==> src/rtl/pse_pkg.sv <==
package pse_pkg;

	localparam int WORD_W          = 32;
	localparam int STACK_DEPTH_DEF = 16;
	localparam int DIV_STEPS       = WORD_W;
	localparam int DIV_CNT_W       = $clog2(DIV_STEPS);

	typedef enum logic [1:0] {
		OP_ADD = 2'd0,
		OP_SUB = 2'd1,
		OP_MUL = 2'd2,
		OP_DIV = 2'd3
	} op_t;

	typedef enum logic [1:0] {
		ST_OK        = 2'd0,
		ST_OVERFLOW  = 2'd1,
		ST_UNDERFLOW = 2'd2,
		ST_DIVZERO   = 2'd3
	} status_t;

	typedef enum logic [0:0] {
		KIND_OPERAND  = 1'b0,
		KIND_OPERATOR = 1'b1
	} kind_t;

	typedef enum logic [1:0] {
		S_IDLE = 2'd0,
		S_EXEC = 2'd1,
		S_DIV  = 2'd2,
		S_DONE = 2'd3
	} state_t;

	// controller -> datapath
	typedef struct packed {
		logic load;
		logic exec;
		logic div_start;
		logic commit;
	} cmd_t;

	// datapath -> controller
	typedef struct packed {
		logic need_div;
		logic div_busy;
	} sts_t;

endpackage

==> src/rtl/pse_div.sv <==
module pse_div (
	input  logic                         clk,
	input  logic                         arst_n,
	input  logic                         start,
	input  logic [pse_pkg::WORD_W-1:0]   dividend,
	input  logic [pse_pkg::WORD_W-1:0]   divisor,
	output logic                         busy,
	output logic [pse_pkg::WORD_W-1:0]   quotient
);

	localparam int W  = pse_pkg::WORD_W;
	localparam int CW = pse_pkg::DIV_CNT_W;

	logic          busy_q;
	logic [CW-1:0] cnt_q;
	logic [W-1:0]  rem_q;
	logic [W-1:0]  quo_q;
	logic [W-1:0]  dm_q;
	logic          neg_q;

	logic [W-1:0]  nm;
	logic [W-1:0]  dm;
	logic [W:0]    shifted;
	logic [W:0]    diff;

	// magnitudes; the most negative value maps onto itself as an unsigned word
	assign nm = dividend[W-1] ? (~dividend + W'(1)) : dividend;
	assign dm = divisor[W-1]  ? (~divisor + W'(1))  : divisor;

	assign shifted = {rem_q[W-1:0], quo_q[W-1]};
	assign diff    = shifted - {1'b0, dm_q};

	always_ff @(posedge clk or negedge arst_n) begin
		if (!arst_n) begin
			busy_q <= 1'b0;
			cnt_q  <= '0;
		end else if (start) begin
			busy_q <= 1'b1;
			cnt_q  <= CW'(W - 1);
		end else if (busy_q) begin
			if (cnt_q == '0) begin
				busy_q <= 1'b0;
			end else begin
				cnt_q <= cnt_q - CW'(1);
			end
		end
	end

	// restoring division, one quotient bit per cycle
	always_ff @(posedge clk) begin
		if (start) begin
			rem_q <= '0;
			quo_q <= nm;
			dm_q  <= dm;
			neg_q <= dividend[W-1] ^ divisor[W-1];
		end else if (busy_q) begin
			if (!diff[W]) begin
				rem_q <= diff[W-1:0];
				quo_q <= {quo_q[W-2:0], 1'b1};
			end else begin
				rem_q <= shifted[W-1:0];
				quo_q <= {quo_q[W-2:0], 1'b0};
			end
		end
	end

	assign busy     = busy_q;
	assign quotient = neg_q ? (~quo_q + W'(1)) : quo_q;

endmodule

==> src/rtl/pse_dpath.sv <==
module pse_dpath #(
	parameter int STACK_DEPTH = pse_pkg::STACK_DEPTH_DEF
) (
	input  logic                              clk,
	input  logic                              arst_n,
	input  pse_pkg::cmd_t                     cmd,
	output pse_pkg::sts_t                     sts,
	input  logic                              kind,
	input  logic signed [pse_pkg::WORD_W-1:0] operand_value,
	input  logic [1:0]                        operator_code,
	input  logic                              end_of_expression,
	output logic signed [pse_pkg::WORD_W-1:0] top_value,
	output logic [1:0]                        status,
	output logic                              final_result
);

	localparam int W  = pse_pkg::WORD_W;
	localparam int AW = (STACK_DEPTH > 1) ? $clog2(STACK_DEPTH) : 1;
	localparam int CW = $clog2(STACK_DEPTH + 1);

	// top of stack lives in top_q; entries below it live in the memory
	logic [W-1:0]     mem [STACK_DEPTH];
	logic [W-1:0]     rd_q;
	logic [W-1:0]     top_q;
	logic [CW-1:0]    cnt_q;

	pse_pkg::kind_t   tok_kind_q;
	logic [W-1:0]     tok_val_q;
	pse_pkg::op_t     tok_opc_q;
	logic             tok_last_q;

	logic [W-1:0]     res_q;
	pse_pkg::status_t st_q;
	logic             div_sel_q;

	logic [W-1:0]     out_top_q;
	pse_pkg::status_t out_st_q;
	logic             out_last_q;

	logic [W-1:0]     right;
	logic [W-1:0]     left;
	logic             has_one;
	logic             has_two;
	logic             full;
	logic             under;
	logic [W-1:0]     res_d;
	pse_pkg::status_t st_d;
	logic             need_div;
	logic [W-1:0]     quotient;
	logic             div_busy;
	logic [W-1:0]     op_res;
	logic [AW-1:0]    rd_addr;
	logic [AW-1:0]    wr_addr;

	assign has_one = (cnt_q != '0);
	assign has_two = (cnt_q > CW'(1));
	assign full    = (cnt_q == CW'(STACK_DEPTH));
	assign right   = has_one ? top_q : '0;
	assign left    = has_two ? rd_q : '0;
	assign under   = (tok_kind_q == pse_pkg::KIND_OPERATOR) && !has_two;
	assign rd_addr = AW'(cnt_q - CW'(2));
	assign wr_addr = AW'(cnt_q - CW'(1));

	always_comb begin
		res_d    = '0;
		st_d     = pse_pkg::ST_OK;
		need_div = 1'b0;
		if (tok_kind_q == pse_pkg::KIND_OPERAND) begin
			res_d = tok_val_q;
			if (full) begin
				st_d = pse_pkg::ST_OVERFLOW;
			end
		end else begin
			case (tok_opc_q)
				pse_pkg::OP_ADD: res_d = left + right;
				pse_pkg::OP_SUB: res_d = left - right;
				pse_pkg::OP_MUL: res_d = left * right;
				pse_pkg::OP_DIV: begin
					if (right == '0) begin
						st_d = pse_pkg::ST_DIVZERO;
					end else if (!under) begin
						need_div = 1'b1;
					end
				end
				default: res_d = '0;
			endcase
			// an underflowed divide always yields zero
			if (under) begin
				st_d = pse_pkg::ST_UNDERFLOW;
			end
		end
	end

	assign sts.need_div = need_div;
	assign sts.div_busy = div_busy;

	pse_div u_div (
		.clk      (clk),
		.arst_n   (arst_n),
		.start    (cmd.div_start),
		.dividend (left),
		.divisor  (right),
		.busy     (div_busy),
		.quotient (quotient)
	);

	assign op_res = div_sel_q ? quotient : res_q;

	always_ff @(posedge clk) begin
		rd_q <= mem[rd_addr];
		if (cmd.commit && tok_kind_q == pse_pkg::KIND_OPERAND && !full && has_one) begin
			mem[wr_addr] <= top_q;
		end
	end

	always_ff @(posedge clk) begin
		if (cmd.load) begin
			tok_kind_q <= pse_pkg::kind_t'(kind);
			tok_val_q  <= operand_value;
			tok_opc_q  <= pse_pkg::op_t'(operator_code);
			tok_last_q <= end_of_expression;
		end
		if (cmd.exec) begin
			res_q     <= res_d;
			st_q      <= st_d;
			div_sel_q <= need_div;
		end
		if (cmd.commit) begin
			out_st_q   <= st_q;
			out_last_q <= tok_last_q;
			if (tok_kind_q == pse_pkg::KIND_OPERAND) begin
				if (!full) begin
					top_q     <= res_q;
					out_top_q <= res_q;
				end else begin
					out_top_q <= top_q;
				end
			end else begin
				top_q     <= op_res;
				out_top_q <= op_res;
			end
		end
	end

	always_ff @(posedge clk or negedge arst_n) begin
		if (!arst_n) begin
			cnt_q <= '0;
		end else if (cmd.commit) begin
			if (tok_last_q) begin
				cnt_q <= '0;
			end else if (tok_kind_q == pse_pkg::KIND_OPERAND) begin
				if (!full) begin
					cnt_q <= cnt_q + CW'(1);
				end
			end else if (has_two) begin
				cnt_q <= cnt_q - CW'(1);
			end else begin
				cnt_q <= CW'(1);
			end
		end
	end

	assign top_value    = out_top_q;
	assign status       = out_st_q;
	assign final_result = out_last_q;

`ifndef ASSERT_OFF
	a_cnt_bound: assert property (@(posedge clk) disable iff (!arst_n)
		cnt_q <= CW'(STACK_DEPTH))
		else $error("stack count beyond depth");

	a_last_clears: assert property (@(posedge clk) disable iff (!arst_n)
		cmd.commit && tok_last_q |=> cnt_q == '0)
		else $error("stack not cleared after last token");

	a_op_pops: assert property (@(posedge clk) disable iff (!arst_n)
		cmd.commit && !tok_last_q && tok_kind_q == pse_pkg::KIND_OPERATOR && has_two
		|=> cnt_q == $past(cnt_q) - CW'(1))
		else $error("operator did not net one pop");

	a_div_idle_commit: assert property (@(posedge clk) disable iff (!arst_n)
		cmd.commit |-> !div_busy)
		else $error("commit while divider busy");
`endif

endmodule

==> src/rtl/pse_ctrl.sv <==
module pse_ctrl (
	input  logic          clk,
	input  logic          arst_n,
	input  logic          in_valid,
	output logic          in_ready,
	output logic          out_valid,
	input  logic          out_ready,
	output pse_pkg::cmd_t cmd,
	input  pse_pkg::sts_t sts
);

	pse_pkg::state_t state_q;
	pse_pkg::state_t state_d;
	logic            out_valid_q;

	always_ff @(posedge clk or negedge arst_n) begin
		if (!arst_n) begin
			state_q <= pse_pkg::S_IDLE;
		end else begin
			state_q <= state_d;
		end
	end

	always_comb begin
		state_d  = state_q;
		in_ready = 1'b0;
		cmd      = '0;
		case (state_q)
			pse_pkg::S_IDLE: begin
				in_ready = 1'b1;
				if (in_valid) begin
					cmd.load = 1'b1;
					state_d  = pse_pkg::S_EXEC;
				end
			end
			pse_pkg::S_EXEC: begin
				cmd.exec = 1'b1;
				if (sts.need_div) begin
					cmd.div_start = 1'b1;
					state_d       = pse_pkg::S_DIV;
				end else begin
					state_d = pse_pkg::S_DONE;
				end
			end
			pse_pkg::S_DIV: begin
				if (!sts.div_busy) begin
					state_d = pse_pkg::S_DONE;
				end
			end
			pse_pkg::S_DONE: begin
				// result register frees up on the beat that drains it
				if (!out_valid_q || out_ready) begin
					cmd.commit = 1'b1;
					state_d    = pse_pkg::S_IDLE;
				end
			end
			default: state_d = pse_pkg::S_IDLE;
		endcase
	end

	always_ff @(posedge clk or negedge arst_n) begin
		if (!arst_n) begin
			out_valid_q <= 1'b0;
		end else if (cmd.commit) begin
			out_valid_q <= 1'b1;
		end else if (out_ready) begin
			out_valid_q <= 1'b0;
		end
	end

	assign out_valid = out_valid_q;

`ifndef ASSERT_OFF
	a_commit_free: assert property (@(posedge clk) disable iff (!arst_n)
		cmd.commit |-> !out_valid_q || out_ready)
		else $error("result overwritten before taken");

	a_div_start_exec: assert property (@(posedge clk) disable iff (!arst_n)
		cmd.div_start |=> state_q == pse_pkg::S_DIV && sts.div_busy)
		else $error("divider not running after start");

	a_commit_valid: assert property (@(posedge clk) disable iff (!arst_n)
		cmd.commit |=> out_valid_q && state_q == pse_pkg::S_IDLE)
		else $error("commit did not present result");
`endif

endmodule

==> src/rtl/postfix_stack_evaluator_unit.sv <==
// Postfix expression evaluator on a hardware operand stack.
// Input channel (in_valid/in_ready) takes one token per beat: kind selects
// an operand push (operand_value) or an operator (operator_code: add, sub,
// mul, truncating div) that pops two entries and pushes left op right.
// end_of_expression marks the last token; its result carries final_result
// and the stack is emptied afterwards.
// Output channel (out_valid/out_ready) returns one beat per token: the new
// top of stack (0 if empty) and a status of ok, overflow, underflow or
// divide by zero.
// Each token is loaded, executed into the result register and committed
// to the output register; a divide waits between execute and commit for
// the divider, which retires one quotient bit per cycle. One token is in
// flight at a time: the next is taken only after the last has committed.
// The next token is taken while a finished result waits in the output
// register; if the receiver stalls, that next token completes its work and
// then holds until the output register drains.
// Reset empties the stack and drops any pending result; the stack memory
// itself is not cleared.
module postfix_stack_evaluator_unit #(
	parameter int STACK_DEPTH = pse_pkg::STACK_DEPTH_DEF
) (
	input  logic                              clk,
	input  logic                              arst_n,
	input  logic                              in_valid,
	output logic                              in_ready,
	input  logic                              kind,
	input  logic signed [pse_pkg::WORD_W-1:0] operand_value,
	input  logic [1:0]                        operator_code,
	input  logic                              end_of_expression,
	output logic                              out_valid,
	input  logic                              out_ready,
	output logic signed [pse_pkg::WORD_W-1:0] top_value,
	output logic [1:0]                        status,
	output logic                              final_result
);

	pse_pkg::cmd_t cmd;
	pse_pkg::sts_t sts;

	pse_ctrl u_ctrl (
		.clk       (clk),
		.arst_n    (arst_n),
		.in_valid  (in_valid),
		.in_ready  (in_ready),
		.out_valid (out_valid),
		.out_ready (out_ready),
		.cmd       (cmd),
		.sts       (sts)
	);

	pse_dpath #(
		.STACK_DEPTH (STACK_DEPTH)
	) u_dpath (
		.clk               (clk),
		.arst_n            (arst_n),
		.cmd               (cmd),
		.sts               (sts),
		.kind              (kind),
		.operand_value     (operand_value),
		.operator_code     (operator_code),
		.end_of_expression (end_of_expression),
		.top_value         (top_value),
		.status            (status),
		.final_result      (final_result)
	);

endmodule
==> config.mk <==
export PLATFORM = sky130hd
export DESIGN_NAME = postfix_stack_evaluator_unit
export DESIGN_NICKNAME = d
export VERILOG_FILES = /design/src/rtl/pse_pkg.sv /design/src/rtl/pse_div.sv /design/src/rtl/pse_dpath.sv /design/src/rtl/pse_ctrl.sv /design/src/rtl/postfix_stack_evaluator_unit.sv
export SDC_FILE = /design/constraint.sdc
export NUM_CORES = 2
export LEC_CHECK = 0
export ABC_AREA = 1
export BUFFER_PORTS_ARGS = -buffer_cell sky130_fd_sc_hd__buf_2
export CORE_AREA = 2 2 295 297
export CTS_BUF_LIST = sky130_fd_sc_hd__clkbuf_4
export DETAILED_ROUTE_END_ITERATION = 8
export DIE_AREA = 0 0 297 299
export PLACE_DENSITY = 0.9
export SKIP_LAST_GASP = 1
export SYNTH_ARGS = -nofsm -noshare
export SYNTH_HDL_FRONTEND = slang
export SYNTH_SLANG_ARGS = --single-unit
==> constraint.sdc <==
create_clock -name clk -period 8.96 [get_ports clk]
set_input_delay 1.792 -clock clk [delete_from_list [all_inputs] [get_ports clk]]
set_output_delay 1.792 -clock clk [all_outputs]
set_load 0.01 [all_outputs]
### Word-level counts from Yosys, hierarchy flattened

Memories as Yosys holds them, arrays and structs flattened. A register that Yosys moved wholly into a read port is not among the register bits.
Index checks and enable logic that the tools add are counted.

* word-level logic and storage cells: 119
* register bits after elaboration: 217
* memories: 1
* RAM bits: 512
* output and inout bits: 37

* add/sub/neg operators: 10
* muxes and demuxes: 49
* equal/unequal tests: 13
* bitwise gates (word level): 5
* magnitude comparators: 1
* reduce and logical (&&, ||, !) cells: 19
* multipliers: 1

Memory list
* u_dpath.mem: words 16, bits a word 32, rd ports 1, clocked after Yosys merged registers in 1, wr ports 1, line pse_dpath.sv:22 `logic [W-1:0] mem [STACK_DEPTH];`

Operator list (number)
* 32-bit 2-to-1 mux: 11
* 32-bit by 1-bit adder with 32-bit output (second input constant): 3
* 32-bit inverter: 3
* 32-bit one-hot mux with 3 select lines: 1
* 5-bit 2-to-1 mux: 7
* 33-bit by 32-bit subtractor with 33-bit output: 1
* 32-bit adder: 1
* 32-bit logical NOT: 1
* 32-bit by 32-bit multiplier with 32-bit output: 1
* 32-bit subtractor: 1
* 31-bit 2-to-1 mux: 1
* 1-bit 2-to-1 mux: 20
* 2-bit 2-to-1 mux: 8
* 5-bit by 1-bit subtractor with 5-bit output (second input constant): 2
* 2-bit equality test (second input constant): 4
* 2-bit one-hot mux with 4 select lines: 1
* 2-bit inequality test (second input constant): 3
* 2-bit AND reduction: 3
* 5-bit by 1-bit adder with 5-bit output (second input constant): 1
* 5-bit equality test (second input constant): 1
* 5-bit by 1-bit > comparator with 1-bit output (second input constant): 1
* 5-bit logical NOT: 1
* 5-bit nonzero test: 1
* 2-bit by 1-bit equality test with 1-bit output (second input constant): 2
* 11 further kinds: 19

### Logic depth before layout (Yosys ltp)

* depth in word-level cells: 11
* mapped depth: 45
* depth with buffers taken out: 40

### Modules after synthesis

From an unflattened synthesis, not the netlist that was laid out.

* cell total of the unflattened synthesis: 5753
* area total of the unflattened synthesis: 52949.5 sq um

By module, submodules not included
* pse_dpath: area each 43451.7 sq um, cells each 4226, seq. area each 19323.5 sq um, times used 1
* pse_div: area each 9248.9 sq um, cells each 1491, seq. area each 2742.6 sq um, times used 1
* pse_ctrl: area each 249.0 sq um, cells each 36, seq. area each 75.1 sq um, times used 1

### Least setup slack after synthesis

Ideal clock, no wire load.

* path type: reg2reg
* from: register u_dpath.cnt_q[0]
* to: register u_dpath.res_q[29], data pin
* buffers on the path: 7
* arrival: 8.352 ns
* setup slack: 0.337 ns
* required time: 8.688 ns
* stages on the path, launching flop included: 34
* cell sequence: dfrtp_1 clkbuf_1 clkbuf_1 inv_1 clkbuf_1 clkbuf_1 ha_1 nand3_4 buf_6 nand2_1 clkbuf_1 buf_1 nor2_1 fa_1 inv_1 fa_1 fa_1 fa_1 fa_1 inv_1 fa_1 fa_1 fa_1 ha_1 nand2_1 nor4_1 nand3_1 nand3_1 nand3_1 nand2_1 a31oi_1 or2_2 nand3_1 a31oi_1

* word-level cells in the longest chain between the ends: 5
* elaborated cells between the ends (all ways): 9
* those cells by class: 2 x add/sub; 1 x mul; 1 x order compare; 4 x mux; 1 x reduce/logical

Ends and longest elaborated chain
* from (decl): line pse_dpath.sv:25 `logic [CW-1:0] cnt_q;`
* from (signal assigned): line pse_dpath.sv:153 `cnt_q <= cnt_q + CW'(1);`
* from (signal assigned): line pse_dpath.sv:156 `cnt_q <= cnt_q - CW'(1);`
* 5-bit by 1-bit > comparator with 1-bit output / 5-bit nonzero test (equally long branches): line pse_dpath.sv:56, pse_dpath.sv:55
* 32-bit 2-to-1 mux (on tied branches): line pse_dpath.sv:59, pse_dpath.sv:58
* 32-bit by 32-bit multiplier with 32-bit output, or another cell as far along: line pse_dpath.sv:77 `pse_pkg::OP_MUL: res_d = left * right;`
* 32-bit one-hot mux with 3 select lines (*): line pse_dpath.sv:74 `case (tok_opc_q)`
* 32-bit 2-to-1 mux (*): line pse_dpath.sv:68 `if (tok_kind_q == pse_pkg::KIND_OPERAND) begin`
* net u_dpath.res_d[29]: line pse_dpath.sv:46 `logic [W-1:0] res_d;`
* to (signal assigned): line pse_dpath.sv:124 `res_q <= res_d;`
* to (decl): line pse_dpath.sv:32 `logic [W-1:0] res_q;`

Mark *: on every way through the listed nets, which the timed path passes. The rest lies on a longest branch.
A chain may end at the register's enable or synchronous reset.

### Final worst setup path

* from: register u_dpath.cnt_q[1]
* to: register u_dpath.res_q[30], data pin

Same word-level chain as after synthesis.

==> impl_metrics.env <==
export IMPL_maxCapViolCount=0
export IMPL_rsz0062_at_grt="yes"
export IMPL_dr_pass1_iters=6
export IMPL_max_freq_ghz=0.1145
export IMPL_gp_congestion=1.084
export IMPL_critPathKind="flop to flop"
export IMPL_clk_pin_slew_ps=70
export IMPL_die_y_um=299
export IMPL_drv_slew=0
export IMPL_grtUsageTotal=0.3977
export IMPL_root_buffer="clkbuf_4"
export IMPL_wl_per_cell_um=25.86
export IMPL_drc=0
export IMPL_dpl_cell_area_mm2=0.05319
export IMPL_cp_required_ps=9820
export IMPL_endpoint="u_dpath.res_q[30]$_DFFE_PP_"
export IMPL_slowest_stage="nand2_1"
export IMPL_drt_vias_per_instance=6.284
export IMPL_drive_gt1_frac=0.1106
export IMPL_r2r_slack_ps=220
export IMPL_cts_tree="built"
export IMPL_antenna_found_initial=12
export IMPL_ant_nets=0
export IMPL_reg2regPathDepth=29
export IMPL_synth_area_mm2=0.05115
export IMPL_clockBufferDepth=3
export IMPL_final_hold_violation_count=0
export IMPL_htree_levels=4
export IMPL_dp_slack_ps=366.1
export IMPL_setup_viol_count_final=0
export IMPL_setup_slack_ps=224.9
export IMPL_port_buffers=76
export IMPL_rows=108
export IMPL_max_stage_delay_ps=670
export IMPL_clock_sinks=761
export IMPL_worstSetupStartpoint="u_dpath.cnt_q[1]$_DFFE_PN0P_"
export IMPL_avgSynthCellArea_um2=9.561
export IMPL_die_w_um=297
export IMPL_grt_pass1_wl_um=258700
export IMPL_postCtsHoldBufs=0
export IMPL_dp_cells=6467
export IMPL_async_reset_ff_frac=0.01840
export IMPL_syn_num_nets=6006
export IMPL_cts_buffers=189
export IMPL_period_share=0.9749
export IMPL_startpoint_type="flop"
export IMPL_syn_to_final_growth_pct=8.962
export IMPL_initial_core_util=0.5952
export IMPL_totalWireLength_um=176600
export IMPL_r2r_end="u_dpath.res_q[30]$_DFFE_PP_"
export IMPL_fillCellCount=6597
export IMPL_clock_latency_ps=1170
export IMPL_vias=42910
export IMPL_grt_overflow=0
export IMPL_synth_edf_count=683
export IMPL_synth_cells=5350
export IMPL_yosysUniqueCellTypes=59
export IMPL_cp_max_fo=30
export IMPL_hold_slack_ps=412.5
export IMPL_rr_startpoint="u_dpath.cnt_q[1]$_DFFE_PN0P_"
export IMPL_relSlewSlack=0.1512
export IMPL_coreArea_mm2=0.08594
export IMPL_cp_end_kind="flop"
export IMPL_die_area_mm2=0.08880
export IMPL_synth_seq_cells=761
export IMPL_crit_top_cell="fa_1"
export IMPL_fin_cells=6829
export IMPL_nets=6159
export IMPL_drt_initial_drc_count=6374
export IMPL_status="finished, final reports clean"
export IMPL_arrival_ps=9600
export IMPL_hp_class="flop to flop"
export IMPL_top_level_ports=77
export IMPL_fin_worst_skew_ps=120.8
export IMPL_finalInstanceArea_mm2=0.05574
export IMPL_period_minus_slack_ps=8735
export IMPL_grt_pass1_vias=42260
export IMPL_yosys_warnings=0
export IMPL_synthFlopType="edfxtp_1"
export IMPL_synth_seq_area_share=0.4328
export IMPL_dp_hpwl_um=124700
export IMPL_tightest_slew_ps=1273
export IMPL_grt_max_degree=258
-- cells in the mapped netlist, drive strengths merged (43+ instances only) --
cell / instances / area share
nor2: 840 / 0.063
nand2: 835 / 0.063
edfxtp: 683 / 0.40
inv: 678 / 0.050
o21ai: 478 / 0.047
fa: 410 / 0.16
a21oi: 222 / 0.022
ha: 206 / 0.050
clkbuf: 203 / 0.015
nand3: 152 / 0.015
o221ai: 102 / 0.017
xor2: 79 / 0.014
o211ai: 67 / 0.0098
dfxtp: 64 / 0.025
buf: 45 / 0.0047
a31oi: 43 / 0.0053
-- cell type report --
| cell class | count | area (um2) | share of cell area |
|---|---|---|---|
| multi-input combinational | 3644 | 25550 | 0.4583 |
| sequential | 761 | 22150 | 0.3974 |
| inverter | 697 | 2639 | 0.04734 |
| clock buffer | 270 | 2027 | 0.03637 |
| tap | 1155 | 1445 | 0.02593 |
| timing repair buffer | 210 | 1428 | 0.02561 |
| clock inverter | 86 | 488.0 | 0.008755 |
| antenna | 6 | 15.01 | 0.0002694 |
-- cells in the final DEF (no fill, tap or decap), drive strengths merged, types with 6 or more instances in the layout --
cell type	instances
dfxtp	64
xnor2	29
mux2i	10
o21a	6
o211ai	67
o22ai	34
nand2	835
nand3b	9
o221ai	102
clkinv	94
nor4	12
buf	210
or2	22
fa	410
a21oi	222
nand3	152
dfrtp	14
edfxtp	683
ha	206
nor2	840
o21ai	478
nand4	26
clkbuf	270
inv	683
diode	6
nor3	30
o21bai	6
a31oi	43
xor2	79
-- per-stage QoR --
stage                       util  TNS [ps]
after floorplan                -         0
after global placement    0.6189         0
after detailed placement  0.6189         0
after CTS                 0.6481         0
after global routing      0.6485    -159.5
final                     0.6485         0
-- per-layer routing --
layer	global-route usage	part of all wire
met3	0.1208	0.15
met5	0	0.00048
met4	0.2816	0.084
met1	0.4894	0.33
met2	0.6024	0.44
-- worst min path at each step --
stage                             startpoint                     endpoint  slack, ps  cells after the start
6_report       u_dpath.st_q[1]$_SDFFCE_PN0P_  u_dpath.status[1]$_DFFE_PP_        410                      0
5_1_grt        u_dpath.st_q[1]$_SDFFCE_PN0P_  u_dpath.status[1]$_DFFE_PP_        420                      0
4_1_cts        u_dpath.st_q[1]$_SDFFCE_PN0P_  u_dpath.status[1]$_DFFE_PP_        410                      0
3_5_place_dp   u_dpath.st_q[1]$_SDFFCE_PN0P_  u_dpath.status[1]$_DFFE_PP_        410                      0
3_3_place_gp   u_dpath.st_q[1]$_SDFFCE_PN0P_  u_dpath.status[1]$_DFFE_PP_        410                      0
2_1_floorplan      u_dpath.st_q[0]$_DFFE_PP_  u_dpath.status[0]$_DFFE_PP_        400                      0
-- flip-flops by register name (all words and copies together), names as in the netlist, 2 cells and up --
register,flops
u_ctrl.state_q,2
u_dpath.cnt_q,5
u_dpath.mem,512
u_dpath.rd_q,32
u_dpath.res_q,32
u_dpath.st_q,2
u_dpath.status,2
u_dpath.tok_opc_q,2
u_dpath.tok_val_q,32
u_dpath.top_q,32
u_dpath.u_div.cnt_q,5
u_dpath.u_div.dm_q,32
u_dpath.u_div.quo_q,32
u_dpath.u_div.rem_q,32
-- what timing repair did --
item,4_1_cts,5_1_grt
endpoints found under the setup margin,0,6
buffers inserted,0,0
endpoints found under the hold margin,0,0
gates resized for setup,0,6
-- kinds of logic (layout without fill, tap and decap cells) --
kind of cell,Yosys count,count (layout),synth area share
and+or+nand+nor,1928,1928,0.1543
AOI/OAI and AO/OA,981,981,0.1106
buffers and inverters,945,1263,0.07076
DFF,761,761,0.4328
adders and majority gates,616,616,0.2108
xor gates and xnor gates,108,108,0.01849
muxes,11,11,0.002177
other,0,6,0
-- worst max-delay path, delay by kind of cell (launching register included) --
kind / cells / cell delay, ps
adders and majority gates: 10 / 4610
AOI/OAI and AO/OA: 3 / 260
and+or+nand+nor: 8 / 1730
DFF: 1 / 470
buffers and inverters: 8 / 1410
Power is not shown: default switching activity piles up to over one toggle a cycle in this logic, so the estimate is an artifact.
